## src/hw/rtl/tno_pkg.sv

```systemverilog
// Shared constants, reply descriptor type and reply byte table for the
// telnet option negotiator. No dependencies.
`default_nettype none
package tno_pkg;

  // telnet command bytes
  localparam logic [7:0] B_IAC  = 8'd255;
  localparam logic [7:0] B_DONT = 8'd254;
  localparam logic [7:0] B_DO   = 8'd253;
  localparam logic [7:0] B_WONT = 8'd252;
  localparam logic [7:0] B_WILL = 8'd251;
  localparam logic [7:0] B_SB   = 8'd250;
  localparam logic [7:0] B_SE   = 8'd240;

  // option codes
  localparam logic [7:0] OPT_ECHO  = 8'd1;
  localparam logic [7:0] OPT_SGA   = 8'd3;
  localparam logic [7:0] OPT_TTYPE = 8'd24;
  localparam logic [7:0] TT_IS     = 8'd0;

  localparam logic [31:0] NAME_RST = 32'h414E5349;

  // burst kinds
  localparam logic [1:0] K_NONE   = 2'd0;
  localparam logic [1:0] K_PASS   = 2'd1;
  localparam logic [1:0] K_REPLY3 = 2'd2;
  localparam logic [1:0] K_TTYPE  = 2'd3;

  localparam int unsigned IDX_W = 4;
  localparam logic [IDX_W-1:0] LAST_PASS   = 4'd0;
  localparam logic [IDX_W-1:0] LAST_REPLY3 = 4'd2;
  localparam logic [IDX_W-1:0] LAST_TTYPE  = 4'd9;

  typedef struct packed {
    logic [1:0] kind;
    logic [7:0] data;   // passed byte or option byte
    logic [7:0] rverb;  // verb sent in a three-byte reply
  } desc_t;

  function automatic logic [7:0] tt_byte(input logic [IDX_W-1:0] idx,
                                         input logic [31:0] name);
    logic [7:0] b;
    unique case (idx)
      4'd0:    b = B_IAC;
      4'd1:    b = B_SB;
      4'd2:    b = OPT_TTYPE;
      4'd3:    b = TT_IS;
      4'd4:    b = name[31:24];
      4'd5:    b = name[23:16];
      4'd6:    b = name[15:8];
      4'd7:    b = name[7:0];
      4'd8:    b = B_IAC;
      4'd9:    b = B_SE;
      default: b = 8'd0;
    endcase
    return b;
  endfunction

endpackage
`default_nettype wire

```

## src/hw/rtl/tno_decode.sv

```systemverilog
// Command parser: phase/verb state and per-byte reply decision.
// Depends on tno_pkg.
`default_nettype none
module tno_decode
  import tno_pkg::*;
(
  input  wire logic       clk,
  input  wire logic       rst_n,
  input  wire logic       fire,
  input  wire logic [7:0] rx_byte,
  input  wire logic       chunk_end,
  output desc_t           desc
);

  localparam logic [1:0] PH_IDLE = 2'd0;
  localparam logic [1:0] PH_VERB = 2'd1;
  localparam logic [1:0] PH_OPT  = 2'd2;
  localparam logic [1:0] PH_SKIP = 2'd3;

  logic [1:0] phase_r, phase_nxt;
  logic [7:0] verb_r, verb_nxt;
  logic       end_sb;
  logic       opt_known;

  assign end_sb    = (rx_byte == B_SE) || chunk_end;
  assign opt_known = (rx_byte == OPT_ECHO) || (rx_byte == OPT_SGA) ||
                     (rx_byte == OPT_TTYPE);

  always_comb begin
    phase_nxt  = phase_r;
    verb_nxt   = verb_r;
    desc.kind  = K_NONE;
    desc.data  = rx_byte;
    desc.rverb = B_WONT;
    unique case (phase_r)
      PH_IDLE: begin
        if (rx_byte == B_IAC) begin
          phase_nxt = PH_VERB;
        end else begin
          desc.kind = K_PASS;
        end
      end
      PH_VERB: begin
        verb_nxt  = rx_byte;
        phase_nxt = PH_OPT;
      end
      PH_OPT: begin
        phase_nxt = PH_IDLE;
        priority if (verb_r == B_DO &&
                     (rx_byte == OPT_SGA || rx_byte == OPT_TTYPE)) begin
          desc.kind  = K_REPLY3;
          desc.rverb = B_WILL;
        end else if ((verb_r == B_WILL || verb_r == B_WONT) && opt_known) begin
          desc.kind  = K_REPLY3;
          desc.rverb = B_DO;
        end else if (verb_r == B_WILL || verb_r == B_WONT) begin
          desc.kind  = K_REPLY3;
          desc.rverb = B_DONT;
        end else if (verb_r == B_DO || verb_r == B_DONT) begin
          desc.kind  = K_REPLY3;
          desc.rverb = B_WONT;
        end else if (verb_r == B_SB) begin
          if (end_sb) begin
            desc.kind = K_TTYPE;
          end else begin
            phase_nxt = PH_SKIP;
          end
        end else begin
          // unknown verb: dropped with its option byte
          desc.kind = K_NONE;
        end
      end
      PH_SKIP: begin
        if (end_sb) begin
          phase_nxt = PH_IDLE;
          desc.kind = K_TTYPE;
        end
      end
      default: phase_nxt = PH_IDLE;
    endcase
  end

  always_ff @(posedge clk) begin
    if (!rst_n) begin
      phase_r <= PH_IDLE;
      verb_r  <= 8'd0;
    end else if (fire) begin
      phase_r <= phase_nxt;
      verb_r  <= verb_nxt;
    end
  end

endmodule
`default_nettype wire

```

## src/hw/rtl/tno_emit.sv

```systemverilog
// Result register and burst sequencer: holds one reply descriptor and
// steps through its beats. Depends on tno_pkg.
`default_nettype none
module tno_emit
  import tno_pkg::*;
(
  input  wire logic        clk,
  input  wire logic        rst_n,
  input  wire logic        load,
  input  wire desc_t       desc,
  input  wire logic [31:0] name,
  output logic             can_load,
  output logic             out_valid,
  input  wire logic        out_ready,
  output logic [7:0]       out_byte,
  output logic             out_to_socket,
  output logic             out_last_of_run
);

  logic             busy_r, busy_nxt;
  logic [1:0]       kind_r;
  logic [7:0]       data_r;
  logic [7:0]       rverb_r;
  logic [IDX_W-1:0] idx_r, idx_nxt;
  logic [IDX_W-1:0] last_idx;
  logic             out_fire;
  logic             at_last;

  always_comb begin
    unique case (kind_r)
      K_PASS:   last_idx = LAST_PASS;
      K_REPLY3: last_idx = LAST_REPLY3;
      K_TTYPE:  last_idx = LAST_TTYPE;
      default:  last_idx = LAST_PASS;
    endcase
  end

  assign at_last  = (idx_r == last_idx);
  assign out_fire = busy_r && out_ready;
  assign can_load = !busy_r || (out_ready && at_last);

  always_comb begin
    busy_nxt = busy_r;
    idx_nxt  = idx_r;
    if (load) begin
      busy_nxt = 1'b1;
      idx_nxt  = '0;
    end else if (out_fire) begin
      if (at_last) begin
        busy_nxt = 1'b0;
      end
      idx_nxt = idx_r + IDX_W'(1);
    end
  end

  always_ff @(posedge clk) begin
    if (!rst_n) begin
      busy_r <= 1'b0;
      idx_r  <= '0;
    end else begin
      busy_r <= busy_nxt;
      idx_r  <= idx_nxt;
    end
  end

  always_ff @(posedge clk) begin
    if (load) begin
      kind_r  <= desc.kind;
      data_r  <= desc.data;
      rverb_r <= desc.rverb;
    end
  end

  always_comb begin
    out_to_socket = 1'b1;
    unique case (kind_r)
      K_PASS: begin
        out_byte      = data_r;
        out_to_socket = 1'b0;
      end
      K_REPLY3: begin
        if (idx_r == 4'd0) begin
          out_byte = B_IAC;
        end else if (idx_r == 4'd1) begin
          out_byte = rverb_r;
        end else begin
          out_byte = data_r;
        end
      end
      K_TTYPE: out_byte = tt_byte(idx_r, name);
      default: out_byte = data_r;
    endcase
  end

  assign out_valid       = busy_r;
  assign out_last_of_run = at_last;

endmodule
`default_nettype wire

```

## src/hw/rtl/telnet_option_negotiator.sv

```systemverilog
// Top level of the telnet option negotiator: config register, parser and
// burst sequencer. Depends on tno_pkg, tno_decode, tno_emit.
//
//   channel | ports                                         | dir
//   in      | in_valid in_ready in_rx_byte in_chunk_end      | sink
//   out     | out_valid out_ready out_byte out_to_socket      | source
//           |   out_last_of_run                               |
//   cfg     | cfg_wr_en cfg_wr_data (terminal name)           | sink
//
// One byte is taken per cycle while the sequencer is free; a byte that gives one result is
// sent as one beat, an option reply as three beats and a terminal-type reply as ten beats,
// paced by the burst sequencer's beat counter. The next byte is taken in the
// cycle the last beat of a burst leaves. Output stall holds in_ready low.
// Synchronous active-low reset returns to idle and restores the name "ANSI".
`default_nettype none
module telnet_option_negotiator
  import tno_pkg::*;
(
  input  wire logic        clk,
  input  wire logic        rst_n,
  input  wire logic        in_valid,
  output logic             in_ready,
  input  wire logic [7:0]  in_rx_byte,
  input  wire logic        in_chunk_end,
  output logic             out_valid,
  input  wire logic        out_ready,
  output logic [7:0]       out_byte,
  output logic             out_to_socket,
  output logic             out_last_of_run,
  input  wire logic        cfg_wr_en,
  input  wire logic [31:0] cfg_wr_data
);

  logic [31:0] name_r;
  logic        in_fire;
  logic        can_load;
  desc_t       desc;

  always_ff @(posedge clk) begin
    if (!rst_n) begin
      name_r <= NAME_RST;
    end else if (cfg_wr_en) begin
      name_r <= cfg_wr_data;
    end
  end

  assign in_ready = can_load;
  assign in_fire  = in_valid && in_ready;

  tno_decode u_decode (
    .clk       (clk),
    .rst_n     (rst_n),
    .fire      (in_fire),
    .rx_byte   (in_rx_byte),
    .chunk_end (in_chunk_end),
    .desc      (desc)
  );

  tno_emit u_emit (
    .clk             (clk),
    .rst_n           (rst_n),
    .load            (in_fire && (desc.kind != K_NONE)),
    .desc            (desc),
    .name            (name_r),
    .can_load        (can_load),
    .out_valid       (out_valid),
    .out_ready       (out_ready),
    .out_byte        (out_byte),
    .out_to_socket   (out_to_socket),
    .out_last_of_run (out_last_of_run)
  );

`ifndef SYNTHESIS
  // a stalled beat must block new input
  a_stall_blocks_in: assert property (@(posedge clk) disable iff (!rst_n)
    out_valid && !out_ready |-> !in_ready)
    else $error("input taken while output stalled");

  // terminal bytes are single-beat runs
  a_pass_single: assert property (@(posedge clk) disable iff (!rst_n)
    out_valid && !out_to_socket |-> out_last_of_run)
    else $error("terminal byte not last of run");

  // a burst continues until its last beat
  a_burst_cont: assert property (@(posedge clk) disable iff (!rst_n)
    out_valid && out_ready && !out_last_of_run |=> out_valid && out_to_socket)
    else $error("reply burst broken");

  // an idle sequencer always takes input
  a_idle_ready: assert property (@(posedge clk) disable iff (!rst_n)
    !out_valid |-> in_ready)
    else $error("idle but not ready");
`endif

endmodule
`default_nettype wire

```

## config.mk

```make
export PLATFORM = sky130hd
export DESIGN_NAME = telnet_option_negotiator
export DESIGN_NICKNAME = d
export VERILOG_FILES = /design/src/hw/rtl/tno_pkg.sv /design/src/hw/rtl/tno_decode.sv /design/src/hw/rtl/tno_emit.sv /design/src/hw/rtl/telnet_option_negotiator.sv
export SDC_FILE = /design/constraint.sdc
export NUM_CORES = 1
export LEC_CHECK = 0
export BUFFER_PORTS_ARGS = -buffer_cell sky130_fd_sc_hd__buf_2
export CAP_MARGIN = 20
export CORE_MARGIN = 5
export CORE_UTILIZATION = 50
export DETAILED_ROUTE_END_ITERATION = 10
export PLACE_DENSITY = 0.73
export SYNTH_ARGS = -nofsm -noshare
export SYNTH_HDL_FRONTEND = slang
export SYNTH_SLANG_ARGS = --single-unit
```

## constraint.sdc

```tcl
create_clock -name clk -period 2.3 [get_ports clk]
set_input_delay 0.23 -clock clk [delete_from_list [all_inputs] [get_ports clk]]
set_output_delay 0.23 -clock clk [all_outputs]
set_load 0.05 [all_outputs]
```

Word-level counts from Yosys, hierarchy flattened
Cells that the tools add are included.
{"block": "totals", "mem_bits_rw": 0, "regBits": 65, "rom_bits": 0, "output_inout_bits": 12, "n_memories": 0, "latchBits": 0, "wordCells": 93}
{"block": "classes", "mul": 0, "add_sub_neg": 1, "n_eq_ne": 27, "shift": 0, "div_mod_pow": 0, "mux": 29, "magnitude_cmp": 0, "n_bitwise": 2, "reduce_logical": 25}
{"operator": "$pmux 8 s8", "n": 1}
{"operator": "$eq 8x8->1 const B", "n": 7}
{"operator": "$mux 2", "n": 15}
{"operator": "$eq 4x3->1 const B", "n": 4}
{"operator": "$mux 8", "n": 2}
{"operator": "$pmux 8 s2", "n": 1}
{"operator": "$eq 2x2->1 const B", "n": 4}
{"operator": "$eq 4x4->1 const B", "n": 2}
{"operator": "$eq 8x1->1 const B", "n": 1}
{"operator": "$eq 8x2->1 const B", "n": 1}
{"operator": "$eq 8x5->1 const B", "n": 1}
{"operator": "$pmux 2 s4", "n": 1}
{"operator": "$pmux 4 s2", "n": 1}
{"operator": "$logic_or 1x1->1", "n": 7}
{"operator": "$logic_and 1x1->1", "n": 6}
{"operator": "$mux 3", "n": 2}
{"operator": "$pmux 2 s3", "n": 1}
{"operator": "$reduce_bool 2->1", "n": 3}
{"operator": "$mux 1", "n": 5}
{"operator": "$add 4x1->4 const B", "n": 1}
{"operator": "$eq 2x1->1 const B", "n": 2}
{"operator": "$eq 4x1->1 const B", "n": 1}
{"operator": "$eq 4x2->1 const B", "n": 1}
{"operator": "$eq 4x4->1", "n": 1}
{"operator": "9 further kinds", "n": 13}

Depth between registers and ports, before layout
Gate-level depths: netlist (run 1).
{"block": "logic_depth", "word_depth": 13, "ltp_mapped": 7, "ltp_nobuf": 7}

Hierarchy
A second synthesis (run 1) with hierarchy kept.
{"block": "hier_totals", "cells_unflattened": 318, "area_unflattened_um2": 3270.6}
{"mod": "tno_emit", "area_each_um2": 1325.0, "seq_area_each_um2": 640.6, "n_inst": 1, "cells_per_inst": 127}
{"mod": "telnet_option_negotiator", "area_each_um2": 1216.2, "seq_area_each_um2": 640.6, "n_inst": 1, "cells_per_inst": 105}
{"mod": "tno_decode", "area_each_um2": 729.4, "seq_area_each_um2": 200.2, "n_inst": 1, "cells_per_inst": 86}

Least setup slack after synthesis (run 1)
No wires, ideal clock.
{"block": "synth_path", "path_kind": "reg-to-output", "startpoint": "register u_emit.idx_r[1]", "endpoint": "output out_byte[0]", "arrival_time_ns": 2.089, "slack_ns": -0.019, "required_ns": 2.070, "path_buffers": 1, "path_stages_with_launch": 8, "path_cell_list": "dfxtp_1 inv_1 ha_1 clkbuf_1 a222oi_1 o21ai_0 a21oi_1 o221ai_1"}
{"block": "synth_via", "elab_chain_cells": 4}
{"item": "start: declaration", "line_no": "tno_emit.sv:24", "text": "logic [IDX_W-1:0] idx_r, idx_nxt;"}
{"item": "start signal: assignment", "line_no": "tno_emit.sv:62", "text": "idx_r <= idx_nxt;"}
{"item": "$eq 4x4->1, or another cell as far along", "line_no": "tno_pkg.sv:43", "text": "unique case (idx)"}
{"item": "$reduce_or 2->1 (no source line) / $mux 8 (equally long branches)"}
{"item": "$pmux 8 s8 / $mux 8 (equally long branches)", "line_no": "tno_pkg.sv:43, tno_emit.sv:82"}
{"item": "$pmux 8 s2 (*)", "line_no": "tno_emit.sv:76", "text": "unique case (kind_r)"}
{"item": "end: declaration", "line_no": "telnet_option_negotiator.sv:27", "text": "output logic [7:0] out_byte,"}
Every way passes the cells marked *; elsewhere a longest branch is shown, timed or not.

Worst setup path after layout (run 1)
{"block": "layout_path", "startpoint": "register u_emit.idx_r[0]", "endpoint": "output out_byte[2]"}
The elaborated chain is that of the path after synthesis.

==> results.tsv, run 1 <==
stage	metric	value	unit
outcome	status	finished, violations left	
outcome	violations	setup timing	
setup_path	cp_data_required_time	2.07	ns
cells_and_area	fillCellCount	496	
synthesis	synth.area.top_cells	dfxtp_1, mux2i_1, edfxtp_1	
power	p_total	2.414	mW
cells_and_area	multi_input_area	0.001655	mm^2
sta	max_slew.worst_pin.slew	0.7883	ns
synthesis	synth_top_flop_cell	dfxtp_1	
synthesis	synthCells	313	
floorplan	die-area	0.007684	mm^2
global_routing	grt.overflow.total	0	
route	via_count	2696	
route	antenna_left	0	
setup_path	cp_data_arrival_time	2.12	ns
cells_and_area	antenna_cells	0	
cells_and_area	layout.cells.non_filler	475	
global_routing	use_met3	7.244	%
min_path	hp-start	cfg_wr_data[14]	
synthesis	synth.distinct_cells	62	
power	vdd_drop_max	0.4566	mV
sta	hold_viol_final	0	
setup_path	path_class	reg2out	
floorplan	core_region_area	0.005886	mm^2
sta	min_period_over_period	102.0	%
place	placed_cell_area	0.003453	mm^2
route	drt_iter0_markers	208	
cells_and_area	post-route-util	65.39	%
synthesis	syn_area	0.003015	mm^2
place	port-buffer-count	57	
global_routing	gr-max-usage-layer	met2	
clock_network	insertion_delay	0.34	ns
sta	postLayoutSetupSlackWorst	-0.04556	ns
setup_path	cp-start-kind	flip-flop	
synthesis	syn-num-nets	363	
power	p_leak	1.605	nW
sta	relSlewSlack	47.39	%
setup_path	slowest_delay	0.49	ns
flow_run	cap_violations	0	
global_routing	grt_first_pass_wirelength	12.72	mm
sta	report.final.setup_viol	3	
sta	min_period	2.346	ns
min_path	hold_class	in2reg	
clock_network	tritoncts	yes	
synthesis	yosysTopAreaCell	dfxtp_1	
synthesis	syn_area_per_cell	9.634	um^2
place	dpl.hpwl	5.656	mm
global_routing	grt.total_usage	21.80	%
global_routing	met2_usage	33.56	%
setup_path	path_cells	ha_2 > a222oi_1 > o21ai_1 > a21oi_2 > o221ai_2 > buf_4	
floorplan	start_util	51.23	%
synthesis	ys_seq_area_share	44.15	%
global_routing	gr-usage-met1	28.60	%
setup_path	slowest_stage	a222oi_1	
route	drtPass1Iterations	9	
synthesis	synth_edf_count	13	
synthesis	synthArstFlopShare	0	%
cells_and_area	syn2layout_area_growth	27.63	%
route	wl_per_cell	16.97	um
clock_network	cts_buffer_depth	2	
setup_path	r2r_start	u_emit.kind_r[0]	
sta	fmax	426.3	MHz
route	post-route-drc-count	0	
clock_network	numCtsBuffers	9	
route	wl	8.059	mm
clock_network	cts_root_buf	clkbuf_8	
setup_path	crit_start	u_emit.idx_r[0]	
setup_path	cp-end-kind	output port	
synthesis	yosys_register_bits	60	
global_routing	grt_start_max_net_pins	33	
place	numPlacedInstances	447	
clock_network	cts_sinks	60	
floorplan	die_height	87.66	um
sta	hold_ws	0.1046	ns
cells_and_area	fin_nets	445	
floorplan	design.portCount	58	
clock_network	clk_pin_slew	0.07	ns
place	routabilityCongestion	0.9363	
sta	rsz0062_at_grt	true	
floorplan	rows	28	
cells_and_area	drive_gt1_share	34.00	%
synthesis	netlist_top_cells_count	dfxtp_1, nand2_1, mux2i_1	
clock_network	cts_htree_levels	3	
route	vias_per_cell	5.676	
setup_path	cp_max_fo	10	
floorplan	die_x	87.66	um
global_routing	antenna_found_initial	0	
sta	finalClockSkew	0.006591	ns
power	powerDensity	627.2	mW/mm^2
synthesis	yosysWarnings	0	
sta	slew_violations	0	
global_routing	grt_pass1_vias	2634	
cells_and_area	seq_area	0.001339	mm^2
cells_and_area	design_area	0.003849	mm^2
clock_network	holdBufCountCts	0	
synthesis	yosysTopAreaCellShare	31.20	%
-- worst paths after layout --
kind,to,slack (ns),cells past startpoint
max,out_byte[2],-0.05,6
min,name_r[14],0.10,3
max reg2reg,u_emit.data_r[7],0.29,4
min reg2reg,u_decode.verb_r[3],0.47,2
-- layout make-up --
cell class                 instances  share of cell area [%]
clock buffer                      12                   3.771
clock inverter                     4                  0.6502
inverter                           6                  0.6827
multi-input combinational        230                   43.01
sequential                        60                   34.79
tap                               75                   2.438
timing repair buffer              88                   14.66
-- state kept, by name (all words and copies together) (netlist names) --
signal,count
name_r,32
u_decode.phase_r,2
u_decode.verb_r,8
u_emit.data_r,8
u_emit.idx_r,4
u_emit.kind_r,2
u_emit.out_valid,1
u_emit.rverb_r,3
-- power by group --
part	switching [mW]	internal [mW]	leakage, nW	total, mW
sequential	0.0322	1.13	0.509	1.16
combinational	0.253	0.170	1.01	0.423
clock	0.411	0.417	0.0824	0.828
total	0.696	1.72	1.60	2.41
-- timing repair --
item	CTS	global route
endpoints found under the hold margin	0	0
setup endpoints to repair	8	21
setup buffers	7	5
pin swaps	7	8
resized for setup	25	18
-- cell families after synthesis --
kind of cell    after synthesis  synth area share, %
simple gates                117                19.09
compound gates               66                17.01
flops                        60                44.15
mux                          40                13.28
buf+inv                      23                3.941
fa+ha+maj                     4                1.660
xor+xnor                      3               0.8715
-- critical path, delay by kind of cell (launching register included) --
family / cells / cell delay (ns)
compound gates: 4 / 0.92
flops: 1 / 0.38
fa+ha+maj: 1 / 0.28
buf+inv: 1 / 0.20
-- metrics by stage --
step                      setup WS (ns)  TNS (ns)
after floorplan                 0.01411         0
after global placement         -0.07228  -0.07228
after detailed placement        -0.1053   -0.1203
after CTS                      -0.03208  -0.03208
after global routing            -0.1692   -0.8203
final                          -0.04556   -0.1222
-- cells in the final DEF (no fill, tap or decap), types with 3 or more instances in the layout --
master and n:
inv_1 3, clkbuf_8 10, nor2_1 32, nor3_1 4, a222oi_1 6, dfxtp_1 45
buf_6 7, nand3b_1 3, o21bai_1 3, ha_4 3, nor2_2 3, buf_2 49
o21ai_0 3, nand2_1 47, nand4_1 3, a21oi_1 12, clkinvlp_4 3, mux2i_1 40
a21oi_2 4, edfxtp_1 13, buf_4 32, o22a_1 4, nand3_1 4, xnor2_1 3
-- per-layer routing --
layer | part of all wire (%) | up-vias
li1 | - | 1307
met1 | 43 | 1270
met2 | 48 | 110
met3 | 8.2 | 9
met4 | 1.4 | 0
met5 | 0 | -
Power figures use the tool's default switching activity.
==> inputs of run 2 (changes only) <==
--- a/config.mk
+++ b/config.mk
@@ -8,9 +8,9 @@
 export BUFFER_PORTS_ARGS = -buffer_cell sky130_fd_sc_hd__buf_2
 export CAP_MARGIN = 20
 export CORE_MARGIN = 5
-export CORE_UTILIZATION = 50
+export CORE_UTILIZATION = 55
 export DETAILED_ROUTE_END_ITERATION = 10
-export PLACE_DENSITY = 0.73
+export PLACE_DENSITY = 0.79
 export SYNTH_ARGS = -nofsm -noshare
 export SYNTH_HDL_FRONTEND = slang
 export SYNTH_SLANG_ARGS = --single-unit
==> constraint.sdc (replaced) <==
create_clock -name clk -period 2.75 [get_ports clk]
set_input_delay 0.275 -clock clk [delete_from_list [all_inputs] [get_ports clk]]
set_output_delay 0.275 -clock clk [all_outputs]
set_load 0.05 [all_outputs]
==> run 2 against run 1 <==
  * The run now ends clean
  * Register-to-register slack better by 0.41 ns
  * Sequential share of layout area up 3.1 points
  * Critical endpoint unchanged
  * Cell count down 6.7%
  * Setup slack improved by 0.26 ns
  * Hold slack improved by 0.042 ns
  * Critical path depth grew 1
  * Die area fell by 8.1%
  * Clock skew up 0.0026 ns
  * Routed wire length down 7.4%
  * First-iteration DRC count rose by 46%
==> results.tsv, run 2 (synthesized netlist as in run 1, its figures left out) <==
stage	metric	value	unit	change
outcome	status	complete, no violations		
route	wl	7.466	mm	-7.4%
setup_path	cp_max_fo	12		+2
place	port-buffer-count	57		unchanged
setup_path	critical_path_buf_inv_count	2		+1
clock_network	tritoncts	yes		
place	dpl.hpwl	5.343	mm	-5.5%
setup_path	cp-start-kind	flip-flop		
cells_and_area	mostFrequentLayoutCell	buf_2		
setup_path	r2r_start	u_emit.idx_r[2]		
clock_network	cts_buffer_depth	2		unchanged
cells_and_area	fin_nets	416		-6.5%
setup_path	crit_family	simple AND/OR/NAND/NOR gates		
place	routabilityCongestion	0.9269		-1.0%
sta	fmax	394.0	MHz	
clock_network	post_cts_resized	0		-100%
cells_and_area	multi_input_area	0.001583	mm^2	-4.4%
setup_path	slowest_delay	0.37	ns	-0.12 ns
floorplan	die_height	84.05	um	-4.1%
setup_path	path_class	reg2out		
setup_path	cp-end-kind	output port		
global_routing	grt_pass1_vias	2487		-5.6%
cells_and_area	largest_reg_flops	32		unchanged
cells_and_area	post-route-util	65.09	%	-0.30 points
global_routing	grt_start_max_net_pins	34		+3.0%
cells_and_area	final_cell_mix	buf_2, nand2_1, dfxtp_1, mux2i_1, nor2_1		
sta	min_period_over_period	92.30	%	
sta	rsz0062_at_grt	false		
route	via_count	2606		-3.3%
clock_network	holdBufCountCts	0		unchanged
setup_path	cp_data_arrival_time	2.26	ns	+0.14 ns
cells_and_area	drive_gt1_share	24.53	%	-9.5 points
route	post-route-drc-count	0		unchanged
sta	min_period	2.538	ns	
cells_and_area	top_register	name_r		
route	wl_per_cell	16.85	um	-0.67%
floorplan	die_x	84.05	um	-4.1%
cells_and_area	fillCellCount	452		-8.9%
floorplan	die-area	0.007064	mm^2	-8.1%
clock_network	numCtsBuffers	9		unchanged
cells_and_area	seq_area	0.001334	mm^2	-0.37%
clock_network	insertion_delay	0.34	ns	about the same
min_path	hold_class	in2reg		
route	drt_iter0_markers	304		+46%
setup_path	reg2reg_depth	5		+1
power	p_leak	1.451	nW	-9.6%
route	drtPass1Iterations	5		-4
clock_network	cts_root_buf	clkbuf_8		
place	placed_cell_area	0.003309	mm^2	-4.2%
global_routing	grt.total_usage	21.74	%	-0.055 points
clock_network	post-cts-setup-buffers	0		-7
sta	slew_violations	0		unchanged
clock_network	cts_sinks	60		unchanged
sta	max_slew.worst_pin.slew	0.9173	ns	+0.1290 ns
min_path	hold-path-cell-count	3		unchanged
setup_path	rrSetupSlack	0.70	ns	+0.41 ns
setup_path	crit_start	u_emit.idx_r[1]		
setup_path	cp_data_required_time	2.48	ns	+0.41 ns
sta	hold_viol_final	0		unchanged
flow_run	cap_violations	0		unchanged
sta	setup_tns	0	ns	+0.1222 ns
route	antenna_left	0		unchanged
setup_path	slowest_stage	dfxtp_2		
global_routing	antenna_found_initial	0		unchanged
cells_and_area	biggestRegsByFlops	name_r x32, u_decode.verb_r x8, u_emit.data_r x8		
setup_path	path_cells	inv_1 > ha_2 > nor2_1 > nor3_1 > nand3b_1 > o221ai_1 > buf_2		
global_routing	grt.overflow.total	0		unchanged
setup_path	r2r-end	u_emit.data_r[2]		
cells_and_area	design_area	0.003518	mm^2	-8.6%
cells_and_area	antenna_cells	0		unchanged
sta	finalClockSkew	0.009220	ns	+0.002630 ns
sta	relSlewSlack	38.85	%	-8.5 points
floorplan	design.portCount	58		unchanged
floorplan	core_region_area	0.005405	mm^2	-8.2%
global_routing	grt_first_pass_wirelength	12.08	mm	-5.1%
floorplan	start_util	55.79	%	+4.6 points
cells_and_area	syn2layout_area_growth	16.68	%	
sta	report.final.setup_viol	0		-3
power	vdd_drop_max	0.3893	mV	-15%
setup_path	crit_path_end	out_byte[2]		
sta	hold_ws	0.1470	ns	+0.04241 ns
clock_network	clk_pin_slew	0.07	ns	about the same
power	powerDensity	578.3	mW/mm^2	-7.8%
floorplan	rows	27		-3.6%
clock_network	cts_htree_levels	3		unchanged
setup_path	cp.depth	7		+1
route	vias_per_cell	5.883		+3.6%
run 2: worst min-delay path by stage:
stage | slack [ns] | startpoint | end
after floorplan | 0.37 | in_rx_byte[0] | u_emit.data_r[0]
after global placement | 0.46 | u_decode.verb_r[3] | u_decode.verb_r[3]
after detailed placement | 0.46 | name_r[12] | name_r[12]
after CTS | 0.14 | cfg_wr_data[19] | name_r[19]
after global routing | 0.14 | cfg_wr_data[0] | name_r[0]
final | 0.15 | cfg_wr_data[3] | name_r[3]
run 2: power by group:
group	internal (mW)	total [mW]	switching [mW]
sequential	0.947	0.977	0.0299
clock	0.406	0.755	0.349
combinational	0.108	0.302	0.194
run 2: area by class of cell:
cell class,instances,area share (%)
clock buffers,13,4.836
clock inverters,3,0.5334
inverters,6,0.6401
multi-input cells,230,44.99
flip-flops and latches,60,37.91
well taps,72,2.560
repair buffers,59,8.535
run 2: metrics by stage:
| step | std cells | power [mW] | worst slack (ns) |
|---|---|---|---|
| floorplan | 313 | 1.196 | 0.3864 |
| global placement | 427 | 1.288 | 0.4637 |
| detailed placement | 427 | 1.293 | 0.3777 |
| CTS | 443 | 2.039 | 0.001750 |
| global route | 443 | 2.121 | 0.06698 |
| finish | 443 | 2.035 | 0.2118 |
run 2: per-layer routing:
metal	up-vias	global-route usage (%)	wire, um
li1	1251	-	-
met1	1226	26.58	3127
met2	108	35.29	3623
met3	21	6.811	503
met4	0	8.918	212
met5	-	0	0
run 2: worst min-delay path, delay by kind of cell:
| kind | cells | cell delay [ns] |
|---|---|---|
| buffers and inverters | 1 | 0.08 |
| AND/OR/NAND/NOR | 1 | 0.06 |
| multiplexers | 1 | 0.06 |
==> inputs of run 3 (changes only) <==
--- a/config.mk
+++ b/config.mk
@@ -11,6 +11,7 @@
 export CORE_UTILIZATION = 55
 export DETAILED_ROUTE_END_ITERATION = 10
 export PLACE_DENSITY = 0.79
+export REMOVE_ABC_BUFFERS = 1
 export SYNTH_ARGS = -nofsm -noshare
 export SYNTH_HDL_FRONTEND = slang
 export SYNTH_SLANG_ARGS = --single-unit
==> run 3 against run 2 <==
  * Count of clock-buffer cells in the layout is the same
  * Critical path depth unchanged
  * Die area stayed put
  * Combinational power about the same
  * Register-to-register slack improved by 0.04 ns
  * Sequential share of layout area decreased by 0.085 points
  * Critical endpoint is now out_byte[0]
  * Clock skew increased by 0.00055 ns
  * Sequential power is essentially flat
  * Final area barely moved
  * Total power hardly changed
  * Routed wire length fell by 3.9%
==> results.tsv, run 3 (synthesized netlist as in run 1, its figures left out) <==
stage	metric	value	unit	change
place	routabilityCongestion	0.8639		-6.8%
place	port-buffer-count	57		unchanged
cells_and_area	antenna_cells	0		unchanged
floorplan	start_util	55.79	%	unchanged
outcome	status	complete, no violations		
route	via_count	2534		-2.8%
sta	relSlewSlack	39.04	%	+0.20 points
route	vias_per_cell	5.707		-3.0%
setup_path	cp-start-kind	flip-flop		
sta	postLayoutSetupSlackWorst	0.1589	ns	-0.05289 ns
global_routing	grt_start_max_net_pins	33		-2.9%
sta	finalClockSkew	0.009772	ns	+0.0005515 ns
setup_path	cp_data_required_time	2.48	ns	about the same
global_routing	grt_first_pass_wirelength	11.92	mm	-1.3%
setup_path	path_cells	inv_1 > ha_2 > nor2_1 > nor3_1 > nand3b_1 > o221ai_1 > buf_2		
floorplan	die_height	84.05	um	unchanged
place	dp_slack	0.4220	ns	+0.04436 ns
clock_network	cts_sinks	60		unchanged
sta	fmax	385.9	MHz	-2.0%
cells_and_area	mostFrequentLayoutCell	buf_2		
route	antenna_left	0		unchanged
power	power_frac_comb	14.8	%	about the same
clock_network	cts_buffer_depth	2		unchanged
setup_path	reg2reg_depth	5		unchanged
cells_and_area	final_cell_mix	buf_2, nand2_1, dfxtp_1, mux2i_1, nor2_1		
place	placed_cell_area	0.003317	mm^2	+0.23%
flow_run	cap_violations	0		unchanged
sta	rsz0062_at_grt	false		
power	vdd_drop_max	0.3438	mV	-12%
global_routing	use_met3	4.640	%	-2.2 points
route	post-route-drc-count	0		unchanged
sta	setup_tns	0	ns	unchanged
setup_path	rrSetupSlack	0.74	ns	+0.04 ns
setup_path	path_class	reg2out		
setup_path	slowest_stage	dfxtp_1		
route	drtPass1Iterations	5		unchanged
global_routing	gr-usage-met1	24.98	%	-1.6 points
route	wl	7.172	mm	-3.9%
power	powerDensity	577.8	mW/mm^2	about the same
sta	report.final.setup_viol	0		unchanged
cells_and_area	drive_gt1_share	24.19	%	-0.33 points
cells_and_area	biggestRegsByFlops	name_r x32, u_decode.verb_r x8, u_emit.data_r x8		
clock_network	cts_htree_levels	3		unchanged
setup_path	crit_start	u_emit.idx_r[1]		
setup_path	r2r-end	u_emit.kind_r[1]		
power	internal-power	1.483	mW	+1.5%
global_routing	grt.overflow.total	0		unchanged
cells_and_area	syn2layout_area_growth	16.72	%	about the same
clock_network	cts_root_buf	clkbuf_8		
global_routing	met2_usage	36.30	%	+1.0 points
sta	max_slew.worst_pin.slew	0.9143	ns	-0.002933 ns
floorplan	rows	27		unchanged
sta	slew_violations	0		unchanged
route	wl_per_cell	16.15	um	-4.2%
min_path	hold_class	in2reg		
setup_path	r2r_start	u_emit.idx_r[2]		
power	switching_share	27.09	%	-1.1 points
clock_network	insertion_delay	0.34	ns	about the same
power	power_frac_seq	48.0	%	about the same
sta	hold_viol_final	0		unchanged
global_routing	gr-max-usage-layer	met2		
floorplan	die_x	84.05	um	unchanged
global_routing	grt.total_usage	20.94	%	-0.80 points
power	p_leak	1.458	nW	+0.51%
place	dpl.hpwl	5.332	mm	-0.22%
clock_network	numCtsBuffers	9		unchanged
clock_network	tritoncts	yes		
floorplan	core_region_area	0.005405	mm^2	unchanged
cells_and_area	design_area	0.003520	mm^2	about the same
sta	min_period_over_period	94.22	%	+1.9 points
cells_and_area	largest_reg_flops	32		unchanged
sta	min_period	2.591	ns	+0.05289 ns
clock_network	clk_pin_slew	0.07	ns	about the same
cells_and_area	top_register	name_r		
setup_path	cp-end-kind	output port		
floorplan	die-area	0.007064	mm^2	unchanged
global_routing	antenna_found_initial	0		unchanged
setup_path	slowest_delay	0.40	ns	+0.03 ns
global_routing	grt_pass1_vias	2536		+2.0%
setup_path	crit_path_end	out_byte[0]		
power	p_switching	0.5510	mW	-3.9%
cells_and_area	post-route-util	65.12	%	about the same
route	drt_iter0_markers	222		-27%
floorplan	design.portCount	58		unchanged
setup_path	cp_max_fo	12		unchanged
setup_path	cp_data_arrival_time	2.32	ns	+0.06 ns
cells_and_area	fin_nets	417		+0.24%
power	p_clk_share	37.2	%	about the same
[run 3: cell count changes in the layout (fill, tap and decap cells not counted), sizes merged]
cell    before  now
buf         59   60
clkinv       1    2
inv          7    6
[run 3: worst max-delay path, delay by kind of cell (launching register included)]
family | cells | cell delay, ns
buffers and inverters | 2 | 0.47
flip-flops | 1 | 0.40
AND/OR/NAND/NOR | 3 | 0.50
AO/OA/AOI/OAI | 1 | 0.28
adder cells (fa/ha/maj) | 1 | 0.33
[run 3: how the worst min path moves through the flow]
stage                       startpoint  slack, ns                 end  depth (start not counted)
CTS                     cfg_wr_data[8]       0.15           name_r[8]                          3
global placement    u_decode.verb_r[3]       0.46  u_decode.verb_r[3]                          2
floorplan                        rst_n       0.34           name_r[0]                          1
finish                  cfg_wr_data[8]       0.16           name_r[8]                          3
detailed placement          name_r[24]       0.46          name_r[24]                          2
global route             in_rx_byte[5]       0.16    u_emit.data_r[5]                          1
[run 3: power by group through the flow]
stage                     Combinational (mW)  Clock [mW]  Sequential (mW)
after CTS                              0.302       0.769            0.975
after floorplan                        0.188           0            0.988
after global routing                   0.326       0.817            0.979
final                                  0.301       0.757            0.975
after global placement                 0.294           0            0.993
after detailed placement               0.302           0            0.994
[run 3: routing by layer]
metal  part of all wire [%]  wire, um
met1                     43      3074
met2                     50      3621
met3                    4.8       347
met4                    1.8       128
met5                      0         0
[run 3: timing repair]
| item | CTS | global route |
|---|---|---|
| hold buffers | 0 | 0 |
| endpoints found under the setup margin | 0 | 8 |
| setup buffers | 0 | 0 |
| gates resized for setup | 0 | 2 |
[run 3: through the flow]
step	hold WS (ns)	cells	power [mW]
CTS	0.1539	444	2.046
floorplan	0.3369	296	1.176
finish	0.1628	444	2.034
detailed placement	0.4624	428	1.295
global placement	0.4554	428	1.286
global route	0.1643	444	2.121
[run 3: layout make-up]
class                           instances  area, um^2
Fill cell                             472        1886
Multi-Input combinational cell        230        1570
Sequential cell                        60        1331
Timing Repair Buffer                   60       307.8
Clock buffer                           13       180.2
Tap cell                               72       90.09
Inverter                                6       22.52
Clock inverter                          3       17.52
